--- src/rtl/sm3_pkg.sv ---
// ----------------------------------------------------------------------------
// sm3_pkg
// Shared types, constants and helper functions of the SM3 hash engine.
// ----------------------------------------------------------------------------
package sm3_pkg;

  localparam logic [31:0] TJ_LOW   = 32'h79cc4519;
  localparam logic [31:0] TJ_HIGH  = 32'h7a879d8a;
  localparam logic [7:0]  PAD_BYTE = 8'h80;

  localparam logic [31:0] SM3_IV [8] = '{
    32'h7380166F, 32'h4914B2B9, 32'h172442D7, 32'hDA8A0600,
    32'hA96F30BC, 32'h163138AA, 32'hE38DEE4D, 32'hB0FB0E4E
  };

  typedef enum logic [5:0] {
    ST_IDLE  = 6'b000001,
    ST_PAD   = 6'b000010,
    ST_LOAD  = 6'b000100,
    ST_ROUND = 6'b001000,
    ST_FIN   = 6'b010000,
    ST_OUT   = 6'b100000
  } state_t;

  function automatic logic [31:0] rol32(input logic [31:0] x, input int n);
    rol32 = (n == 0) ? x : ((x << n) | (x >> (32 - n)));
  endfunction

  function automatic logic [31:0] perm0(input logic [31:0] x);
    perm0 = x ^ rol32(x, 9) ^ rol32(x, 17);
  endfunction

  function automatic logic [31:0] perm1(input logic [31:0] x);
    perm1 = x ^ rol32(x, 15) ^ rol32(x, 23);
  endfunction

endpackage

--- src/rtl/sm3_ram.sv ---
// ----------------------------------------------------------------------------
// sm3_ram
// Generic single-write, single-read synchronous RAM with registered read.
// ----------------------------------------------------------------------------
module sm3_ram #(
  parameter int WIDTH = 32,
  parameter int DEPTH = 16
) (
  input  logic                     clk,
  input  logic                     we,
  input  logic [$clog2(DEPTH)-1:0] waddr,
  input  logic [WIDTH-1:0]         wdata,
  input  logic [$clog2(DEPTH)-1:0] raddr,
  output logic [WIDTH-1:0]         rdata
);

  logic [WIDTH-1:0] mem [DEPTH];

  // write port and registered read port
  always_ff @(posedge clk) begin
    if (we) begin
      mem[waddr] <= wdata;
    end
    rdata <= mem[raddr];
  end

endmodule

--- src/rtl/sm3_hash_engine_top.sv ---
// ----------------------------------------------------------------------------
// sm3_hash_engine_top
// Streaming SM3 hash engine: message words in, eight digest words out.
// ----------------------------------------------------------------------------
// Usage:
//   in_*  : one big-endian 32-bit message word per request; in_tlast marks
//           the final word and in_tdata[34:32] gives its valid byte count
//           (0..4).
//   out_* : eight digest words, word 0 first, out_tlast on the eighth;
//           out_tuser is the length overflow flag of that message.
// Timing:
//   A non-final word is written straight into the block buffer RAM. The
//   sixteenth word of a block starts a compression: the block buffer RAM
//   is loaded into the expansion window (one read port, one word per
//   cycle), then 64 rounds run (one round per cycle) and the result is
//   folded into the chaining value.
//   The final word leads to padding and one or two compressions; the eight
//   digest words then go out one per cycle while out_tready is high.
//   in_tready is low while padding, compressing or emitting.
// Reset:
//   Synchronous, active low: chaining value returns to the SM3 initial
//   value, length and word position clear. The same happens after the
//   eighth digest word is taken.
// Stall:
//   The digest word holds on out_tdata until out_tready takes it.
// ----------------------------------------------------------------------------
module sm3_hash_engine_top
  import sm3_pkg::*;
(
  input  logic        clk,
  input  logic        rst_n,
  input  logic        in_tvalid,
  output logic        in_tready,
  input  logic [39:0] in_tdata,   // [31:0] data_word, [34:32] valid_bytes
  input  logic        in_tlast,   // last_word
  output logic        out_tvalid,
  input  logic        out_tready,
  output logic [31:0] out_tdata,  // [31:0] digest_word
  output logic        out_tlast,  // digest_last
  output logic        out_tuser   // [0] length_overflow
);

  state_t      state_r, state_nxt;
  logic [3:0]  pos_r, pos_nxt;
  logic [63:0] cnt_r, cnt_nxt;
  logic        ovf_r, ovf_nxt;
  logic [31:0] data_r, data_nxt;
  logic [31:0] tail_r, tail_nxt;
  logic        data_pend_r, data_pend_nxt;
  logic        tail_pend_r, tail_pend_nxt;
  logic        len_ok_r, len_ok_nxt;
  logic        final_r, final_nxt;
  logic        padding_r, padding_nxt;
  logic [4:0]  ld_r, ld_nxt;
  logic [5:0]  rnd_r, rnd_nxt;
  logic [2:0]  oidx_r, oidx_nxt;
  logic [31:0] tj_r, tj_nxt;
  logic [31:0] cv_r [8];
  logic [31:0] cv_nxt [8];
  logic [31:0] v_r [8];
  logic [31:0] v_nxt [8];
  logic [31:0] w_r [16];
  logic [31:0] w_nxt [16];

  logic        ram_we;
  logic [3:0]  ram_waddr;
  logic [31:0] ram_wdata;
  logic [31:0] ram_rdata;

  logic        in_req;
  logic        out_req;
  logic [2:0]  vb;
  logic [6:0]  add_bits;
  logic [64:0] cnt_sum;
  logic [31:0] tail_word;
  logic [31:0] pad_word;

  logic [31:0] a12, ss, s1, s2, ff, gg, t1, t2, w_new;

  sm3_ram #(.WIDTH(32), .DEPTH(16)) u_buf (
    .clk   (clk),
    .we    (ram_we),
    .waddr (ram_waddr),
    .wdata (ram_wdata),
    .raddr (ld_r[3:0]),
    .rdata (ram_rdata)
  );

  assign in_tready  = (state_r == ST_IDLE);
  assign in_req     = in_tvalid && in_tready;
  assign out_tvalid = (state_r == ST_OUT);
  assign out_req    = out_tvalid && out_tready;
  assign out_tdata  = cv_r[oidx_r];
  assign out_tlast  = (oidx_r == 3'd7);
  assign out_tuser  = ovf_r;

  // clamp valid byte count and form the bit count increment
  always_comb begin
    vb = (in_tdata[34:32] > 3'd4) ? 3'd4 : in_tdata[34:32];
    add_bits = in_tlast ? {1'b0, vb, 3'b000} : 7'd32;
    cnt_sum = {1'b0, cnt_r} + {58'd0, add_bits};
  end

  // build the padded tail word of a short final word
  always_comb begin
    case (vb)
      3'd0:    tail_word = {PAD_BYTE, 24'd0};
      3'd1:    tail_word = {in_tdata[31:24], PAD_BYTE, 16'd0};
      3'd2:    tail_word = {in_tdata[31:16], PAD_BYTE, 8'd0};
      3'd3:    tail_word = {in_tdata[31:8], PAD_BYTE};
      default: tail_word = {PAD_BYTE, 24'd0};
    endcase
  end

  // select the next padding word
  always_comb begin
    if (data_pend_r) begin
      pad_word = data_r;
    end else if (tail_pend_r) begin
      pad_word = tail_r;
    end else if (len_ok_r && pos_r == 4'd14) begin
      pad_word = cnt_r[63:32];
    end else if (len_ok_r && pos_r == 4'd15) begin
      pad_word = cnt_r[31:0];
    end else begin
      pad_word = 32'd0;
    end
  end

  // one compression round and one expansion step
  always_comb begin
    a12 = rol32(v_r[0], 12);
    ss  = a12 + v_r[4] + tj_r;
    s1  = rol32(ss, 7);
    s2  = s1 ^ a12;
    if (rnd_r < 6'd16) begin
      ff = v_r[0] ^ v_r[1] ^ v_r[2];
      gg = v_r[4] ^ v_r[5] ^ v_r[6];
    end else begin
      ff = (v_r[0] & v_r[1]) | (v_r[0] & v_r[2]) | (v_r[1] & v_r[2]);
      gg = (v_r[4] & v_r[5]) | (~v_r[4] & v_r[6]);
    end
    t1 = ff + v_r[3] + s2 + (w_r[0] ^ w_r[4]);
    t2 = gg + v_r[7] + s1 + w_r[0];
    w_new = perm1(w_r[0] ^ w_r[7] ^ rol32(w_r[13], 15)) ^ rol32(w_r[3], 7) ^ w_r[10];
  end

  // sequencer
  always_comb begin
    state_nxt     = state_r;
    pos_nxt       = pos_r;
    cnt_nxt       = cnt_r;
    ovf_nxt       = ovf_r;
    data_nxt      = data_r;
    tail_nxt      = tail_r;
    data_pend_nxt = data_pend_r;
    tail_pend_nxt = tail_pend_r;
    len_ok_nxt    = len_ok_r;
    final_nxt     = final_r;
    padding_nxt   = padding_r;
    ld_nxt        = ld_r;
    rnd_nxt       = rnd_r;
    oidx_nxt      = oidx_r;
    tj_nxt        = tj_r;
    cv_nxt        = cv_r;
    v_nxt         = v_r;
    w_nxt         = w_r;
    ram_we        = 1'b0;
    ram_waddr     = pos_r;
    ram_wdata     = in_tdata[31:0];

    case (state_r)
      ST_IDLE: begin
        if (in_req) begin
          cnt_nxt = cnt_sum[63:0];
          ovf_nxt = ovf_r | cnt_sum[64];
          if (in_tlast) begin
            data_nxt      = in_tdata[31:0];
            tail_nxt      = tail_word;
            data_pend_nxt = (vb == 3'd4);
            tail_pend_nxt = 1'b1;
            len_ok_nxt    = 1'b0;
            final_nxt     = 1'b0;
            padding_nxt   = 1'b1;
            state_nxt     = ST_PAD;
          end else begin
            ram_we  = 1'b1;
            pos_nxt = pos_r + 4'd1;
            if (pos_r == 4'd15) begin
              ld_nxt    = 5'd0;
              state_nxt = ST_LOAD;
            end
          end
        end
      end
      ST_PAD: begin
        ram_we    = 1'b1;
        ram_wdata = pad_word;
        pos_nxt   = pos_r + 4'd1;
        if (data_pend_r) begin
          data_pend_nxt = 1'b0;
        end else if (tail_pend_r) begin
          tail_pend_nxt = 1'b0;
          len_ok_nxt    = (pos_r <= 4'd13);
        end else if (len_ok_r && pos_r == 4'd15) begin
          final_nxt = 1'b1;
        end
        if (pos_r == 4'd15) begin
          ld_nxt    = 5'd0;
          state_nxt = ST_LOAD;
        end
      end
      ST_LOAD: begin
        // shift block words into the expansion window
        ld_nxt = ld_r + 5'd1;
        if (ld_r != 5'd0) begin
          for (int i = 0; i < 15; i++) begin
            w_nxt[i] = w_r[i+1];
          end
          w_nxt[15] = ram_rdata;
        end
        if (ld_r == 5'd16) begin
          v_nxt     = cv_r;
          tj_nxt    = TJ_LOW;
          rnd_nxt   = 6'd0;
          state_nxt = ST_ROUND;
        end
      end
      ST_ROUND: begin
        v_nxt[0] = t1;
        v_nxt[1] = v_r[0];
        v_nxt[2] = rol32(v_r[1], 9);
        v_nxt[3] = v_r[2];
        v_nxt[4] = perm0(t2);
        v_nxt[5] = v_r[4];
        v_nxt[6] = rol32(v_r[5], 19);
        v_nxt[7] = v_r[6];
        for (int i = 0; i < 15; i++) begin
          w_nxt[i] = w_r[i+1];
        end
        w_nxt[15] = w_new;
        tj_nxt  = (rnd_r == 6'd15) ? rol32(TJ_HIGH, 16) : rol32(tj_r, 1);
        rnd_nxt = rnd_r + 6'd1;
        if (rnd_r == 6'd63) begin
          state_nxt = ST_FIN;
        end
      end
      ST_FIN: begin
        for (int i = 0; i < 8; i++) begin
          cv_nxt[i] = cv_r[i] ^ v_r[i];
        end
        if (final_r) begin
          oidx_nxt  = 3'd0;
          state_nxt = ST_OUT;
        end else if (padding_r) begin
          len_ok_nxt = len_ok_r | ~tail_pend_r;
          state_nxt  = ST_PAD;
        end else begin
          state_nxt = ST_IDLE;
        end
      end
      ST_OUT: begin
        if (out_req) begin
          oidx_nxt = oidx_r + 3'd1;
          if (oidx_r == 3'd7) begin
            cv_nxt      = SM3_IV;
            cnt_nxt     = 64'd0;
            ovf_nxt     = 1'b0;
            pos_nxt     = 4'd0;
            padding_nxt = 1'b0;
            final_nxt   = 1'b0;
            state_nxt   = ST_IDLE;
          end
        end
      end
      default: begin
        state_nxt = ST_IDLE;
      end
    endcase
  end

  // control state
  always_ff @(posedge clk) begin
    if (!rst_n) begin
      state_r     <= ST_IDLE;
      pos_r       <= 4'd0;
      cnt_r       <= 64'd0;
      ovf_r       <= 1'b0;
      data_pend_r <= 1'b0;
      tail_pend_r <= 1'b0;
      len_ok_r    <= 1'b0;
      final_r     <= 1'b0;
      padding_r   <= 1'b0;
      ld_r        <= 5'd0;
      rnd_r       <= 6'd0;
      oidx_r      <= 3'd0;
      cv_r        <= SM3_IV;
    end else begin
      state_r     <= state_nxt;
      pos_r       <= pos_nxt;
      cnt_r       <= cnt_nxt;
      ovf_r       <= ovf_nxt;
      data_pend_r <= data_pend_nxt;
      tail_pend_r <= tail_pend_nxt;
      len_ok_r    <= len_ok_nxt;
      final_r     <= final_nxt;
      padding_r   <= padding_nxt;
      ld_r        <= ld_nxt;
      rnd_r       <= rnd_nxt;
      oidx_r      <= oidx_nxt;
      cv_r        <= cv_nxt;
    end
  end

  // datapath
  always_ff @(posedge clk) begin
    data_r <= data_nxt;
    tail_r <= tail_nxt;
    tj_r   <= tj_nxt;
    v_r    <= v_nxt;
    w_r    <= w_nxt;
  end

endmodule
--- config.mk ---
export PLATFORM = sky130hd
export DESIGN_NAME = sm3_hash_engine_top
export DESIGN_NICKNAME = d
export VERILOG_FILES = /design/src/rtl/sm3_pkg.sv /design/src/rtl/sm3_ram.sv /design/src/rtl/sm3_hash_engine_top.sv
export SDC_FILE = /design/constraint.sdc
export NUM_CORES = 2
export LEC_CHECK = 0
export BUFFER_PORTS_ARGS = -buffer_cell sky130_fd_sc_hd__buf_2
export CAP_MARGIN = 20
export CORE_ASPECT_RATIO = 0.75
export CORE_UTILIZATION = 45
export CTS_BUF_LIST = sky130_fd_sc_hd__clkbuf_4
export DETAILED_ROUTE_END_ITERATION = 8
export SLEW_MARGIN = 0
export SYNTH_ARGS = -nofsm -noshare
export SYNTH_HDL_FRONTEND = slang
export SYNTH_HIERARCHICAL = 1
export SYNTH_SLANG_ARGS = --single-unit
--- constraint.sdc ---
create_clock -name clk -period 62.1 [get_ports clk]
set_input_delay 0 -clock clk [delete_from_list [all_inputs] [get_ports clk]]
set_output_delay 0 -clock clk [all_outputs]
set_load 0.02 [all_outputs]
==> flow_summary_export.csv <==
group,metric,value,unit
clock_tree,cts_resized,0,
critical_path,worst_ep_arrival_time,11.03,ns
final_layout,post-route-util,51.1,%
route,vias,51900,
sta,timing.fmax,101,MHz
yosys,async_reset_ff_share,0,%
final_layout,fillerInstances,15300,
critical_path,r2r_start,"v_r[245]",
die,die_h,367,um
global_route,grt_pass1_vias,49300,
placement,numPortBuffers,75,
global_route,grt_max_degree,183,
route,ant_nets,0,
sta,tightest_slew,1.21,ns
critical_path,regToRegSetupSlack,52.15,ns
min_path,whs_endpoint,"oidx_r[0]",
sta,max_slew_margin,19.4,%
sta,rsz0062_at_grt,"no",
sta,holdWs,0.267,ns
placement,gp_congestion,0.969,
route,wl_per_cell,24.8,um
final_layout,multiInputGateArea,0.0294,sq mm
placement,dp_slack,52.59,ns
pwr,power_density,25.7,mW/mm^2
route,drc,0,
yosys,ys_warn_count,6,
route,via_per_inst,5.55,
final_layout,final_common_cell,"edfxtp_1",
yosys,ys_seq_elements,1748,
clock_tree,clk_pin_slew,0.07,ns
critical_path,cp_max_fo,5,
pwr,p_total,0.00231,W
die,boundaryPins,81,
clock_tree,cts_root_buf,"clkbuf_4",
critical_path,crit_path_start,"v_r[245]",
sta,period_share,16.0,%
route,drt_wl_total,232000,um
yosys,synth.distinct_cells,89,
sta,finalClockSkew,0.156,ns
yosys,synth_area_per_cell,12.9,sq um
critical_path,start_kind,"register",
critical_path,rr_endpoint,"v_r[254]",
final_layout,final_cell_mix,"edfxtp_1 (1369), nand2_1 (1028), clkbuf_4 (666), nor2_1 (400), dfxtp_1 (372)",
clock_tree,numCtsBuffers,435,
pwr,power_leakage,32.6,nW
critical_path,max_stage_delay,0.96,ns
clock_tree,postCtsSetupBuffers,0,
final_layout,regArea,0.0487,sq mm
run_status,status,"complete, no violations",
yosys,syn_area,0.0798,sq mm
die,core-area,0.176,sq mm
critical_path,r2r.worst_path.cells,27,
placement,dpl.hpwl,153000,um
sta,slew_viol_final,0,
yosys,ys_seq_area_share,61.0,%
route,first_iter_violations,6290,
yosys,syn_inst,6174,
final_layout,num-nets-final,6967,
sta,setup_violations,0,
clock_tree,cts_tree,"yes",
final_layout,drive_gt1_share,16.7,%
critical_path,criticalPathCategory,"reg2reg",
clock_tree,clk-insertion-delay-late,1.38,ns
die,die_area,0.179,sq mm
yosys,synth-edff-count,1369,
min_path,hold_depth,7,
flow_run,cap_violations,0,
sta,timing.final.hold_violations,0,
global_route,grt_pass1_wl,334000,um
global_route,grt_use_total,25.7,%
sta,fin_crit,9.95,ns
clock_tree,numClockSinks,1748,
die,die_x,488,um
yosys,ys.flop_type,"edfxtp_1",
yosys,syn_nets,6512,
global_route,antenna_found_initial,11,
critical_path,cp-end-kind,"register",
global_route,overflow,0,
critical_path,cp.required,63.18,ns
clock_tree,htreeDepth,5,
clock_tree,ctsHoldBuffers,120,
die,rows,133,
sta,finalWorstSetupSlack,52.15,ns
pwr,vdd_drop_max,27.0,uV
die,initial_core_util,45.4,%
clock_tree,clockBufferDepth,4,
min_path,min_from,"out_tready",
route,first_pass_iters,5,
critical_path,cp_slowest_cell,"o31ai_1",
sta,finalSetupTns,0,ns
final_layout,syn_to_final_growth,12.5,%
min_path,hold_class,"in2reg",
[registers in the layout (all words and copies together), names as in the netlist, 3 cells and up]
signal / cells
oidx_r: 3
rnd_r: 6
data_r: 32
cnt_r: 61
w_r: 512
v_r: 256
cv_r: 256
u_buf/rdata: 32
state_r: 6
tail_r: 25
u_buf/mem: 512
ld_r: 5
pos_r: 4
tj_r: 32
[cell usage after synthesis, types with 49 or more instances]
cell type / count / area [sq um]
xnor2_1: 327 / 2860
xor2_1: 305 / 2670
ha_1: 104 / 1300
fa_1: 189 / 3780
edfxtp_1: 1369 / 41100
and3_1: 155 / 970
clkbuf_1: 182 / 683
nor2_1: 416 / 1560
mux4_2: 192 / 4320
buf_2: 50 / 250
inv_1: 215 / 807
nand2_1: 1029 / 3860
dfxtp_1: 379 / 7590
nor3_1: 49 / 245
a22oi_1: 94 / 706
o21ai_0: 316 / 1580
a21oi_1: 274 / 1370
[critical path: cells and delay by family, from the launching register on]
family / cells / cell delay (ns)
flip-flops: 1 / 0.60
adder cells (fa/ha/maj): 6 / 2.25
AND/OR/NAND/NOR: 1 / 0.47
XOR/XNOR: 3 / 1.05
AO/OA/AOI/OAI: 14 / 4.85
buffers and inverters: 3 / 0.52
[cell type report]
class                      count  area share, %
timing repair buffer         290           2.65
tap                         2362           3.29
clock buffer                 666           5.57
inverter                     216          0.912
antenna                       11         0.0307
sequential                  1748           54.3
clock inverter               114          0.583
multi-input combinational   3938           32.7
[cells by family (layout without fill, tap and decap cells)]
logic type,after synthesis,after routing,share of synthesized area (%)
fa+ha+maj,293,293,6.37
other cells,0,11,0
buf+inv,488,1286,2.47
simple gates,1860,1860,10.1
compound gates,866,866,6.39
xor+xnor,638,638,7.10
flops,1748,1748,61.0
mux,281,281,6.61
[how the worst max path moves through the flow]
stage                to
6_report       v_r[254]
2_1_floorplan    w_r[0]
3_5_place_dp   v_r[254]
5_1_grt        v_r[248]
4_1_cts        v_r[254]
3_3_place_gp   v_r[254]
[per-layer routing]
| metal | wire length, um | share of wire, % | global-route usage [%] | vias up |
|---|---|---|---|---|
| li1 | - | - | - | 23200 |
| met1 | 106000 | 46 | 39.1 | 26000 |
| met2 | 96900 | 42 | 35.7 | 2288 |
| met3 | 22200 | 9.6 | 6.42 | 366 |
| met4 | 6450 | 2.8 | 8.16 | 2 |
| met5 | 13 | 0.0056 | 0 | - |
[per-stage QoR]
step / cells / instance area [sq um]
after global routing: 9345 / 89800
after CTS: 9323 / 89600
final: 9345 / 89800
after global placement: 8422 / 82900
after floorplan: 6174 / 79800
after detailed placement: 8423 / 82900
[power breakdown]
group	switching, W	internal (W)	total, W
combinational	0.0000421	0.0000211	0.0000633
sequential	0.00000679	0.00127	0.00127
clock	0.000472	0.000499	0.000971
total	0.000521	0.00179	0.00231
No activity file was read; power rests on OpenSTA's default activity.
